**config.mk**
```make
export PLATFORM = sky130hd
export DESIGN_NAME = skin_color_mask_centroid_top
export DESIGN_NICKNAME = d
export VERILOG_FILES = /design/src/rtl/scmc_pkg.sv /design/src/rtl/scmc_mac.sv /design/src/rtl/scmc_div.sv /design/src/rtl/skin_color_mask_centroid_top.sv
export SDC_FILE = /design/constraint.sdc
export NUM_CORES = 1
export LEC_CHECK = 0
export BUFFER_PORTS_ARGS = -buffer_cell sky130_fd_sc_hd__buf_2
export CAP_MARGIN = 15
export CELL_PAD_IN_SITES_DETAIL_PLACEMENT = 0
export CELL_PAD_IN_SITES_GLOBAL_PLACEMENT = 1
export CORE_ASPECT_RATIO = 0.6
export CORE_MARGIN = 2
export CORE_UTILIZATION = 54
export CTS_CLUSTER_SIZE = 20
export DETAILED_ROUTE_END_ITERATION = 10
export PLACE_DENSITY = 0.92
export RECOVER_POWER = 25
export SLEW_MARGIN = 15
export SYNTH_ARGS = -nofsm -noshare
export SYNTH_HDL_FRONTEND = slang
export SYNTH_SLANG_ARGS = --single-unit
```
**constraint.sdc**
```tcl
create_clock -name clk_i -period 12.9 [get_ports clk_i]
set_input_delay 2.58 -clock clk_i [delete_from_list [all_inputs] [get_ports clk_i]]
set_output_delay 2.58 -clock clk_i [all_outputs]
set_load 0.02 [all_outputs]
```
**src/rtl/scmc_pkg.sv**
```systemverilog
`timescale 1ns / 1ps
// Shared types, constants and helpers for the skin colour mask and centroid block.
// Used by scmc_mac, scmc_div and skin_color_mask_centroid_top; no dependencies.
package scmc_pkg;

  // Parameter defaults
  localparam int MAX_WIDTH_DEF  = 4096;
  localparam int MAX_HEIGHT_DEF = 4096;

  // Fixed field and state widths
  localparam int PIX_W     = 8;
  localparam int FW_W      = 13;
  localparam int CFG_IDX_W = 3;
  localparam int MATCH_W   = 25;
  localparam int SUM_W     = 36;
  localparam int CENT_W    = 12;
  localparam int DIV_CNT_W = $clog2(SUM_W + 1);

  // Colour conversion datapath widths
  localparam int OPND_W = 9;
  localparam int COEF_W = 11;
  localparam int ACC_W  = 20;

  localparam logic signed [ACC_W-1:0]  RGB_ROUND  = 20'sd128;
  localparam logic signed [OPND_W-1:0] LUMA_OFS   = 9'sd16;
  localparam logic signed [OPND_W-1:0] CHROMA_OFS = 9'sd128;
  localparam logic [PIX_W-1:0]         MASK_ON    = 8'd255;
  localparam logic [PIX_W-1:0]         MASK_OFF   = 8'd0;

  // Configuration register indexes
  localparam logic [CFG_IDX_W-1:0] CFG_REF_RED   = 3'd0;
  localparam logic [CFG_IDX_W-1:0] CFG_REF_GREEN = 3'd1;
  localparam logic [CFG_IDX_W-1:0] CFG_REF_BLUE  = 3'd2;
  localparam logic [CFG_IDX_W-1:0] CFG_TOLERANCE = 3'd3;
  localparam logic [CFG_IDX_W-1:0] CFG_FRAME_W   = 3'd4;

  // Configuration reset values
  localparam logic [PIX_W-1:0] REF_RED_RST   = 8'd143;
  localparam logic [PIX_W-1:0] REF_GREEN_RST = 8'd103;
  localparam logic [PIX_W-1:0] REF_BLUE_RST  = 8'd80;
  localparam logic [PIX_W-1:0] TOL_RST       = 8'd25;
  localparam logic [FW_W-1:0]  FRAME_W_RST   = 13'd3072;

  // Multiply-accumulate operations, one per conversion step
  typedef enum logic [2:0] {
    MAC_LUMA,
    MAC_RED_V,
    MAC_GRN_U,
    MAC_GRN_V,
    MAC_BLU_U
  } mac_op_e;

  typedef struct packed {
    logic    en;
    logic    add_base;
    mac_op_e op;
  } mac_ctrl_t;

  // Sequencer states
  typedef enum logic [3:0] {
    ST_IDLE,
    ST_LUMA,
    ST_RED,
    ST_GRN1,
    ST_GRN2,
    ST_BLU,
    ST_UPD,
    ST_DIVX,
    ST_DIVY,
    ST_DONE
  } state_e;

  function automatic logic signed [COEF_W-1:0] mac_coef(input mac_op_e op);
    logic signed [COEF_W-1:0] c;
    unique case (op)
      MAC_LUMA:  c = 11'sd298;
      MAC_RED_V: c = 11'sd409;
      MAC_GRN_U: c = -11'sd100;
      MAC_GRN_V: c = -11'sd208;
      MAC_BLU_U: c = 11'sd516;
      default:   c = '0;
    endcase
    return c;
  endfunction

endpackage

```
**src/rtl/scmc_mac.sv**
```systemverilog
`timescale 1ns / 1ps
// Shared multiply-accumulate unit for the YUV to RGB conversion steps.
// Depends on scmc_pkg.
module scmc_mac (
  input  logic                                clk_i,
  input  scmc_pkg::mac_ctrl_t                 ctrl_i,
  input  logic signed [scmc_pkg::OPND_W-1:0]  luma_c_i,
  input  logic signed [scmc_pkg::OPND_W-1:0]  chroma_d_i,
  input  logic signed [scmc_pkg::OPND_W-1:0]  chroma_e_i,
  output logic signed [scmc_pkg::ACC_W-1:0]   acc_o
);

  logic signed [scmc_pkg::OPND_W-1:0] opnd;
  logic signed [scmc_pkg::COEF_W-1:0] coef;
  logic signed [scmc_pkg::ACC_W-1:0]  prod;
  logic signed [scmc_pkg::ACC_W-1:0]  addend;
  logic signed [scmc_pkg::ACC_W-1:0]  acc_d, acc_q;
  logic signed [scmc_pkg::ACC_W-1:0]  base_d, base_q;

  always_comb begin
    unique case (ctrl_i.op)
      scmc_pkg::MAC_LUMA:  opnd = luma_c_i;
      scmc_pkg::MAC_RED_V: opnd = chroma_e_i;
      scmc_pkg::MAC_GRN_U: opnd = chroma_d_i;
      scmc_pkg::MAC_GRN_V: opnd = chroma_e_i;
      scmc_pkg::MAC_BLU_U: opnd = chroma_d_i;
      default:             opnd = '0;
    endcase
    coef   = scmc_pkg::mac_coef(ctrl_i.op);
    prod   = scmc_pkg::ACC_W'(coef) * scmc_pkg::ACC_W'(opnd);
    // start from the stored luma term plus rounding, or keep accumulating
    addend = ctrl_i.add_base ? (base_q + scmc_pkg::RGB_ROUND) : acc_q;
    acc_d  = acc_q;
    base_d = base_q;
    if (ctrl_i.en) begin
      if (ctrl_i.op == scmc_pkg::MAC_LUMA) begin
        base_d = prod;
      end else begin
        acc_d = addend + prod;
      end
    end
  end

  always_ff @(posedge clk_i) begin
    acc_q  <= acc_d;
    base_q <= base_d;
  end

  assign acc_o = acc_q;

endmodule

```
**src/rtl/scmc_div.sv**
```systemverilog
`timescale 1ns / 1ps
// Restoring divider, one quotient bit per cycle, shared by both centroid axes.
// Depends on scmc_pkg.
module scmc_div (
  input  logic                         clk_i,
  input  logic                         rst_ni,
  input  logic                         start_i,
  input  logic [scmc_pkg::SUM_W-1:0]   dividend_i,
  input  logic [scmc_pkg::MATCH_W-1:0] divisor_i,
  output logic                         done_o,
  output logic [scmc_pkg::SUM_W-1:0]   quotient_o
);

  logic                            busy_d, busy_q;
  logic [scmc_pkg::DIV_CNT_W-1:0]  cnt_d, cnt_q;
  logic [scmc_pkg::MATCH_W-1:0]    rem_d, rem_q;
  logic [scmc_pkg::MATCH_W-1:0]    dvs_d, dvs_q;
  logic [scmc_pkg::SUM_W-1:0]      quo_d, quo_q;
  logic [scmc_pkg::MATCH_W:0]      trial;
  logic [scmc_pkg::MATCH_W:0]      trial_sub;
  logic                            fits;
  logic                            step;

  always_comb begin
    trial     = {rem_q, quo_q[scmc_pkg::SUM_W-1]};
    trial_sub = trial - {1'b0, dvs_q};
    fits      = trial >= {1'b0, dvs_q};
    step      = busy_q && (cnt_q != '0);
    done_o    = busy_q && (cnt_q == '0);

    busy_d = busy_q;
    cnt_d  = cnt_q;
    rem_d  = rem_q;
    dvs_d  = dvs_q;
    quo_d  = quo_q;
    if (start_i) begin
      busy_d = 1'b1;
      cnt_d  = scmc_pkg::DIV_CNT_W'(scmc_pkg::SUM_W);
      rem_d  = '0;
      dvs_d  = divisor_i;
      quo_d  = dividend_i;
    end else if (step) begin
      cnt_d = cnt_q - 1'b1;
      rem_d = fits ? trial_sub[scmc_pkg::MATCH_W-1:0] : trial[scmc_pkg::MATCH_W-1:0];
      quo_d = {quo_q[scmc_pkg::SUM_W-2:0], fits};
    end else if (done_o) begin
      busy_d = 1'b0;
    end
  end

  always_ff @(posedge clk_i or negedge rst_ni) begin
    if (!rst_ni) begin
      busy_q <= 1'b0;
      cnt_q  <= '0;
    end else begin
      busy_q <= busy_d;
      cnt_q  <= cnt_d;
    end
  end

  always_ff @(posedge clk_i) begin
    rem_q <= rem_d;
    dvs_q <= dvs_d;
    quo_q <= quo_d;
  end

  assign quotient_o = quo_q;

endmodule

```
**src/rtl/skin_color_mask_centroid_top.sv**
```systemverilog
`timescale 1ns / 1ps
// Skin colour mask with centroid: one pixel at a time, the next accepted only once the
// result is in the output register; the shared multiply-accumulate takes five steps per pixel.
// A frame's last pixel with matches adds two passes of the divider, one per centroid axis.
// Reset (async, active low) clears counters, sums and handshakes and loads the
// default reference colour, tolerance and frame width; no clearing pass is needed.
// Depends on scmc_pkg, scmc_mac and scmc_div.
module skin_color_mask_centroid_top #(
  parameter int MAX_WIDTH  = scmc_pkg::MAX_WIDTH_DEF,
  parameter int MAX_HEIGHT = scmc_pkg::MAX_HEIGHT_DEF
) (
  input  logic                              clk_i,
  input  logic                              rst_ni,
  // configuration writes
  input  logic                              cfg_we_i,
  input  logic [scmc_pkg::CFG_IDX_W-1:0]    cfg_idx_i,
  input  logic [scmc_pkg::FW_W-1:0]         cfg_data_i,
  // pixel input
  input  logic                              s_axis_tvalid_i,
  output logic                              s_axis_tready_o,
  input  logic [23:0]                       s_axis_tdata_i,  // luma_value, chroma_u, chroma_v
  input  logic                              s_axis_tlast_i,  // end_of_frame
  // mask and centroid output
  output logic                              m_axis_tvalid_o,
  input  logic                              m_axis_tready_i,
  output logic [31:0]                       m_axis_tdata_o,  // mask_value, centroid_x, centroid_y
  output logic [1:0]                        m_axis_tuser_o   // centroid_valid, no_skin
);

  localparam int CW = $clog2(MAX_WIDTH);
  localparam int RW = $clog2(MAX_HEIGHT);

  // Configuration registers
  logic [scmc_pkg::PIX_W-1:0] ref_red_q, ref_green_q, ref_blue_q, tol_q;
  logic [scmc_pkg::FW_W-1:0]  frame_w_q;

  always_ff @(posedge clk_i or negedge rst_ni) begin
    if (!rst_ni) begin
      ref_red_q   <= scmc_pkg::REF_RED_RST;
      ref_green_q <= scmc_pkg::REF_GREEN_RST;
      ref_blue_q  <= scmc_pkg::REF_BLUE_RST;
      tol_q       <= scmc_pkg::TOL_RST;
      frame_w_q   <= scmc_pkg::FRAME_W_RST;
    end else if (cfg_we_i) begin
      // unknown indexes fall through and are dropped
      if (cfg_idx_i == scmc_pkg::CFG_REF_RED)   ref_red_q   <= cfg_data_i[7:0];
      if (cfg_idx_i == scmc_pkg::CFG_REF_GREEN) ref_green_q <= cfg_data_i[7:0];
      if (cfg_idx_i == scmc_pkg::CFG_REF_BLUE)  ref_blue_q  <= cfg_data_i[7:0];
      if (cfg_idx_i == scmc_pkg::CFG_TOLERANCE) tol_q       <= cfg_data_i[7:0];
      if (cfg_idx_i == scmc_pkg::CFG_FRAME_W)   frame_w_q   <= cfg_data_i;
    end
  end

  // Sequencer and frame state
  scmc_pkg::state_e state_d, state_q;

  logic [scmc_pkg::PIX_W-1:0]   y_d, y_q, u_d, u_q, v_d, v_q;
  logic                         last_d, last_q;
  logic                         ok_d, ok_q;

  logic [CW-1:0]                col_d, col_q;
  logic [RW-1:0]                row_d, row_q;
  logic [scmc_pkg::MATCH_W-1:0] match_d, match_q;
  logic [scmc_pkg::SUM_W-1:0]   csum_d, csum_q, rsum_d, rsum_q;

  // Per-pixel result, held until the output register is free
  logic                         hit_d, hit_q;
  logic                         cval_d, cval_q;
  logic                         none_d, none_q;
  logic [scmc_pkg::CENT_W-1:0]  cx_d, cx_q, cy_d, cy_q;

  // Output register
  logic                         m_valid_d, m_valid_q;
  logic [31:0]                  m_data_d, m_data_q;
  logic [1:0]                   m_user_d, m_user_q;

  // Shared units
  scmc_pkg::mac_ctrl_t                 mac_ctrl;
  logic signed [scmc_pkg::OPND_W-1:0]  luma_c, chroma_d, chroma_e;
  logic signed [scmc_pkg::ACC_W-1:0]   mac_acc;

  logic                         div_start, div_done;
  logic [scmc_pkg::SUM_W-1:0]   div_dividend, div_quot;
  logic [scmc_pkg::MATCH_W-1:0] div_divisor;

  // Comparator: clamp the finished channel and test it against its reference
  logic [scmc_pkg::PIX_W-1:0]   chan, chan_ref, chan_diff;
  logic                         in_tol;

  // Update helpers
  logic [CW:0]                  width_eff;
  logic                         take;
  logic [scmc_pkg::MATCH_W-1:0] match_upd;
  logic [scmc_pkg::SUM_W-1:0]   csum_upd, rsum_upd;
  logic                         accept_in;

  assign luma_c   = $signed({1'b0, y_q}) - scmc_pkg::LUMA_OFS;
  assign chroma_d = $signed({1'b0, u_q}) - scmc_pkg::CHROMA_OFS;
  assign chroma_e = $signed({1'b0, v_q}) - scmc_pkg::CHROMA_OFS;

  scmc_mac u_mac (
    .clk_i      (clk_i),
    .ctrl_i     (mac_ctrl),
    .luma_c_i   (luma_c),
    .chroma_d_i (chroma_d),
    .chroma_e_i (chroma_e),
    .acc_o      (mac_acc)
  );

  scmc_div u_div (
    .clk_i      (clk_i),
    .rst_ni     (rst_ni),
    .start_i    (div_start),
    .dividend_i (div_dividend),
    .divisor_i  (div_divisor),
    .done_o     (div_done),
    .quotient_o (div_quot)
  );

  always_comb begin
    // negative sums clamp to zero, anything past 255 after the shift clamps to 255
    if (mac_acc[scmc_pkg::ACC_W-1]) begin
      chan = '0;
    end else if (|mac_acc[scmc_pkg::ACC_W-2:16]) begin
      chan = 8'd255;
    end else begin
      chan = mac_acc[15:8];
    end
    unique case (state_q)
      scmc_pkg::ST_GRN1: chan_ref = ref_red_q;
      scmc_pkg::ST_BLU:  chan_ref = ref_green_q;
      default:           chan_ref = ref_blue_q;
    endcase
    chan_diff = (chan > chan_ref) ? (chan - chan_ref) : (chan_ref - chan);
    in_tol    = chan_diff <= tol_q;
  end

  always_comb begin
    // frame width of zero acts as one, anything past the maximum as the maximum
    if (frame_w_q == '0) begin
      width_eff = (CW+1)'(1);
    end else if (32'(frame_w_q) > MAX_WIDTH) begin
      width_eff = (CW+1)'(MAX_WIDTH);
    end else begin
      width_eff = (CW+1)'(frame_w_q);
    end
    // a saturated match counter stops counting and summing
    take      = ok_q && in_tol && !(&match_q);
    match_upd = take ? match_q + 1'b1 : match_q;
    csum_upd  = take ? csum_q + scmc_pkg::SUM_W'(col_q) : csum_q;
    rsum_upd  = take ? rsum_q + scmc_pkg::SUM_W'(row_q) : rsum_q;
  end

  always_comb begin
    state_d   = state_q;
    y_d       = y_q;
    u_d       = u_q;
    v_d       = v_q;
    last_d    = last_q;
    ok_d      = ok_q;
    col_d     = col_q;
    row_d     = row_q;
    match_d   = match_q;
    csum_d    = csum_q;
    rsum_d    = rsum_q;
    hit_d     = hit_q;
    cval_d    = cval_q;
    none_d    = none_q;
    cx_d      = cx_q;
    cy_d      = cy_q;
    m_data_d  = m_data_q;
    m_user_d  = m_user_q;
    // free the output register once its transaction completes
    m_valid_d = m_valid_q && !m_axis_tready_i;

    mac_ctrl     = '{en: 1'b0, add_base: 1'b0, op: scmc_pkg::MAC_LUMA};
    div_start    = 1'b0;
    div_dividend = rsum_q;
    div_divisor  = match_q;
    accept_in    = 1'b0;

    unique case (state_q)
      scmc_pkg::ST_IDLE: begin
        accept_in = s_axis_tvalid_i;
        if (s_axis_tvalid_i) begin
          y_d     = s_axis_tdata_i[7:0];
          u_d     = s_axis_tdata_i[15:8];
          v_d     = s_axis_tdata_i[23:16];
          last_d  = s_axis_tlast_i;
          state_d = scmc_pkg::ST_LUMA;
        end
      end
      scmc_pkg::ST_LUMA: begin
        mac_ctrl = '{en: 1'b1, add_base: 1'b0, op: scmc_pkg::MAC_LUMA};
        state_d  = scmc_pkg::ST_RED;
      end
      scmc_pkg::ST_RED: begin
        mac_ctrl = '{en: 1'b1, add_base: 1'b1, op: scmc_pkg::MAC_RED_V};
        state_d  = scmc_pkg::ST_GRN1;
      end
      scmc_pkg::ST_GRN1: begin
        ok_d     = in_tol;
        mac_ctrl = '{en: 1'b1, add_base: 1'b1, op: scmc_pkg::MAC_GRN_U};
        state_d  = scmc_pkg::ST_GRN2;
      end
      scmc_pkg::ST_GRN2: begin
        mac_ctrl = '{en: 1'b1, add_base: 1'b0, op: scmc_pkg::MAC_GRN_V};
        state_d  = scmc_pkg::ST_BLU;
      end
      scmc_pkg::ST_BLU: begin
        ok_d     = ok_q && in_tol;
        mac_ctrl = '{en: 1'b1, add_base: 1'b1, op: scmc_pkg::MAC_BLU_U};
        state_d  = scmc_pkg::ST_UPD;
      end
      scmc_pkg::ST_UPD: begin
        hit_d   = ok_q && in_tol;
        match_d = match_upd;
        csum_d  = csum_upd;
        rsum_d  = rsum_upd;
        cval_d  = 1'b0;
        none_d  = 1'b0;
        cx_d    = '0;
        cy_d    = '0;
        if (last_q) begin
          col_d = '0;
          row_d = '0;
          if (match_upd == '0) begin
            none_d  = 1'b1;
            state_d = scmc_pkg::ST_DONE;
          end else begin
            // hold the sums for the divider; clear them once both axes are done
            div_start    = 1'b1;
            div_dividend = csum_upd;
            div_divisor  = match_upd;
            state_d      = scmc_pkg::ST_DIVX;
          end
        end else begin
          if (({1'b0, col_q} + (CW+1)'(1)) >= width_eff) begin
            col_d = '0;
            if (32'(row_q) < MAX_HEIGHT - 1) begin
              row_d = row_q + 1'b1;
            end
          end else begin
            col_d = col_q + 1'b1;
          end
          state_d = scmc_pkg::ST_DONE;
        end
      end
      scmc_pkg::ST_DIVX: begin
        if (div_done) begin
          cx_d      = div_quot[scmc_pkg::CENT_W-1:0];
          div_start = 1'b1;
          state_d   = scmc_pkg::ST_DIVY;
        end
      end
      scmc_pkg::ST_DIVY: begin
        if (div_done) begin
          cy_d    = div_quot[scmc_pkg::CENT_W-1:0];
          cval_d  = 1'b1;
          match_d = '0;
          csum_d  = '0;
          rsum_d  = '0;
          state_d = scmc_pkg::ST_DONE;
        end
      end
      scmc_pkg::ST_DONE: begin
        if (!m_valid_q || m_axis_tready_i) begin
          m_valid_d = 1'b1;
          m_data_d  = {cy_q, cx_q, hit_q ? scmc_pkg::MASK_ON : scmc_pkg::MASK_OFF};
          m_user_d  = {none_q, cval_q};
          if (last_q && !cval_q) begin
            // empty frame: nothing went to the divider, so clear the sums here
            match_d = '0;
            csum_d  = '0;
            rsum_d  = '0;
          end
          state_d = scmc_pkg::ST_IDLE;
        end
      end
      default: begin
        state_d = scmc_pkg::ST_IDLE;
      end
    endcase
  end

  always_ff @(posedge clk_i or negedge rst_ni) begin
    if (!rst_ni) begin
      state_q   <= scmc_pkg::ST_IDLE;
      col_q     <= '0;
      row_q     <= '0;
      match_q   <= '0;
      csum_q    <= '0;
      rsum_q    <= '0;
      m_valid_q <= 1'b0;
    end else begin
      state_q   <= state_d;
      col_q     <= col_d;
      row_q     <= row_d;
      match_q   <= match_d;
      csum_q    <= csum_d;
      rsum_q    <= rsum_d;
      m_valid_q <= m_valid_d;
    end
  end

  always_ff @(posedge clk_i) begin
    y_q      <= y_d;
    u_q      <= u_d;
    v_q      <= v_d;
    last_q   <= last_d;
    ok_q     <= ok_d;
    hit_q    <= hit_d;
    cval_q   <= cval_d;
    none_q   <= none_d;
    cx_q     <= cx_d;
    cy_q     <= cy_d;
    m_data_q <= m_data_d;
    m_user_q <= m_user_d;
  end

  assign s_axis_tready_o = (state_q == scmc_pkg::ST_IDLE);
  assign m_axis_tvalid_o = m_valid_q;
  assign m_axis_tdata_o  = m_data_q;
  assign m_axis_tuser_o  = m_user_q;

`ifndef SYNTHESIS
  // one pixel in flight: no second transaction right after an accepted one
  a_single_item: assert property (@(posedge clk_i) disable iff (!rst_ni)
    accept_in |=> !s_axis_tready_o)
    else $error("input accepted while a pixel is in flight");

  // a result never claims both a centroid and an empty frame
  a_flags_excl: assert property (@(posedge clk_i) disable iff (!rst_ni)
    m_axis_tvalid_o |-> !(m_axis_tuser_o[0] && m_axis_tuser_o[1]))
    else $error("centroid_valid and no_skin both set");

  // results without a centroid carry zero coordinates
  a_zero_cent: assert property (@(posedge clk_i) disable iff (!rst_ni)
    (m_axis_tvalid_o && !m_axis_tuser_o[0]) |-> (m_axis_tdata_o[31:8] == '0))
    else $error("centroid coordinates set without centroid_valid");

  // the divider only finishes while the sequencer waits on it
  a_div_owner: assert property (@(posedge clk_i) disable iff (!rst_ni)
    div_done |-> (state_q == scmc_pkg::ST_DIVX || state_q == scmc_pkg::ST_DIVY))
    else $error("divider finished outside a division state");
`endif

endmodule
```
==> results.md <==
* Port bufs at 81
* Total grt overflow at 0
* Slowest stage delay, CP at 0.86 ns
* Starting Density at 0.547
* Clk root buf: clkbuf_16
* Io pins at 82
* DP Cell Count at approximately 3.2k
* Util after Layout at 0.595
* Synthesized instance count at between 2k and 3k
* Die W at 284 um
* Total die area at 48900 um^2
* ANT cells at 0
* DR WL met3 at slightly above 6 mm
* Non-filler cells, final at ~3.3k
* Routed vias at 19.8k
* CTS tree: built
* Vias in the first global route at between 15k and 20k
* Hold buffer count at cts at 0
* Metal2 WL at 26.5 mm
* Uppermost routed layer: met4
* Setup-failing EPs final at 0
* Highest Clock Rate at roughly 95 MHz
* Max-slew headroom at -2.95
* Crit Path Category: flop to flop
* Cts repair resizes at 0
* Pins Over Slew Limit at 175
* Max-Cap Viols at 3
* Clk sink count at 384
* Total CTS buffers at 39
* Num rows at 61
* Worst-margin pin slew at 5.92 ns
* H-tree Lvls at 2
* Status: complete, but fails checks
* Post-CTS setup repair buffer count at 0
* Endpoint class of the critical path: flop
* Detailed router's first-iteration violation count at 2021
* Gr usage total at 0.276
* CP bufs+invs at 8
* Area Growth Syn to Fin at 8.69%
* DRT Wirelength at 66.7 mm
* Worst-path clk slew at 0.06 ns
* Later-pin clock latency in the skew report at 0.56 ns
* Tcrit/Tclk final at 0.816
* Nets at just under 3k
* Syn_nets at ~2.9k
* Crit path time final at 10.53 ns
* Synthesized area per cell at 9.68 um^2
* Initial antenna violation count at 1
* Crit-path max FO at 21
* First-pass GRT wire length at 106 mm
* Critical path's top delay family: adder cells
* WP data required at around 13 ns
* Synth top area share at 0.214
* Die height at 172 um
* Hold Vio Cnt, Final at 0
* WP data arrival at 10.82 ns
* Setup_tns at 0 ns
* Placer congestion estimate at 0.959
* Largest net degree at the start of global routing at 99
* ANT nets after route at 0
* Unrepaired setup endpoints after global routing: false
* M1 wire length at 33.3 mm
* DR DRC count at 0
* Failing checks: max-capacitance violations, max-slew violations
* Post-synthesis register bit count at 384
* Post-DP HPWL at 49.4 mm
* Core area at 46400 um^2
* DR pass1 iterations at 6
* Largest cells by area after synthesis: edfxtp_1 (21%), dfrtp_1 (16%), ha_1 (7.9%)
* Synth Warn # at 0
* Synth area leader: edfxtp_1
* Seq/Total Area, Yosys at 0.410
* DR WL/cell at 20.1 um
* Post-synth ARST share at 0.464
* Slowest cell on the critical path: nor2_1
* R2R setup slack at 2.37 ns
* Hold Path Class: flop to flop
* Vias/cell at 5.97
* Cell variety after synth at 87
* Startpoint types: flop
* Clock Tree Buf Depth at 3
* Post-synth EDFFs at 181
* Fill count at 3937
* Share of post-route cells with drive strength above 1 at 0.107
* Main synth FF type: edfxtp_1
* Post-Syn Area at roughly 25000 um^2
* Clock Skews at 0.0225 ns
[worst reg2reg max path, delay by kind of cell, from the launching register on]
kind,cells,cell delay [ns]
adder cells (fa/ha/maj),7,3.24
AO/OA/AOI/OAI,10,2.58
buffers and inverters,8,2.28
AND/OR/NAND/NOR,6,1.59
flip-flops,1,0.32
XOR/XNOR,2,0.28
[path summary, 6_finish.rpt]
path,from,to,cells after the start
setup / recovery,state_q[0],u_mac.acc_o[19],33
hold / removal,cy_q[5],m_axis_tdata_o[25],0
setup reg to reg,state_q[0],u_mac.acc_o[19],33
hold reg to reg,cy_q[5],m_axis_tdata_o[25],0
max in group asynchronous,rst_ni,match_q[6],1
min in group asynchronous,rst_ni,csum_q[22],1
[cell families after synthesis]
family | Yosys count | synth area share
adders and majority gates | 243 | 0.144
buffers and inverters | 303 | 0.0485
muxes | 79 | 0.0340
xor gates and xnor gates | 173 | 0.0596
DFF | 384 | 0.410
AOI/OAI and AO/OA | 552 | 0.136
and+or+nand+nor | 891 | 0.169
[stage by stage]
stage                     setup slack (ns)  hold WS (ns)  instance area (um^2)
after global placement                3.10         0.406                 26300
final                                 2.37         0.419                 27600
after CTS                             2.96         0.420                 27600
after global routing                  1.71         0.428                 27600
after floorplan                       4.79         0.400                 25400
after detailed placement              3.02         0.405                 26300
[final cells by class]
type | count | area (um^2) | area share
clock inverters | 25 | 253 | 0.00915
multi-input cells | 1938 | 13800 | 0.500
flip-flops and latches | 384 | 10400 | 0.377
inverters | 186 | 698 | 0.0253
repair buffers | 112 | 633 | 0.0229
clock buffers | 45 | 1020 | 0.0369
well taps | 630 | 788 | 0.0285
[state kept, by name, summed over array words and instances (netlist names), 6 cells and up]
name	cells
u_div.cnt_q	6
rsum_q	36
frame_w_q	13
col_q	12
ref_blue_q	8
u_q	8
u_div.dvs_q	25
u_mac.acc_o	20
ref_red_q	8
m_axis_tdata_o	25
match_q	25
cx_q	12
u_mac.base_q	20
cy_q	12
ref_green_q	8
tol_q	8
v_q	8
u_div.quotient_o	36
csum_q	36
row_q	12
y_q	8
u_div.rem_q	25
[synth_stat cells (all sizes together) (21+ instances only)]
library cell	count
nand2	274
xnor2	99
nor2	224
o21ai	176
dfxtp	25
o31ai	29
nand3	101
or3	24
nand4	24
mux2	58
nand2b	25
buf	41
nor2b	24
and2	35
ha	161
a21o	32
mux2i	21
nor3	37
fa	82
inv	185
and3	63
dfrtp	161
clkbuf	76
a21oi	141
xor2	74
edfxtp	181
o211ai	22
a31oi	29
[cell usage in the layout (no fill, tap or decap), drive strengths merged, types with 63 or more instances in the layout]
| master | synthesis | routed |
|---|---|---|
| o21ai | 176 | 176 |
| edfxtp | 181 | 181 |
| nor2 | 224 | 224 |
| buf | 41 | 104 |
| inv | 185 | 187 |
| nand3 | 101 | 101 |
| and3 | 63 | 63 |
| xor2 | 74 | 74 |
| xnor2 | 99 | 99 |
| fa | 82 | 82 |
| a21oi | 141 | 141 |
| dfrtp | 161 | 161 |
| ha | 161 | 161 |
| nand2 | 274 | 274 |
[per-layer routing]
layer	GRT usage	vias to the layer above
met1	0.434	9731
met4	0.0481	0
met2	0.388	709
met5	0	-
met3	0.0664	70
li1	-	9311
Power is left out: the tool's default activity adds up to more than one toggle a clock period on the data nets, which glitch-free logic cannot reach.
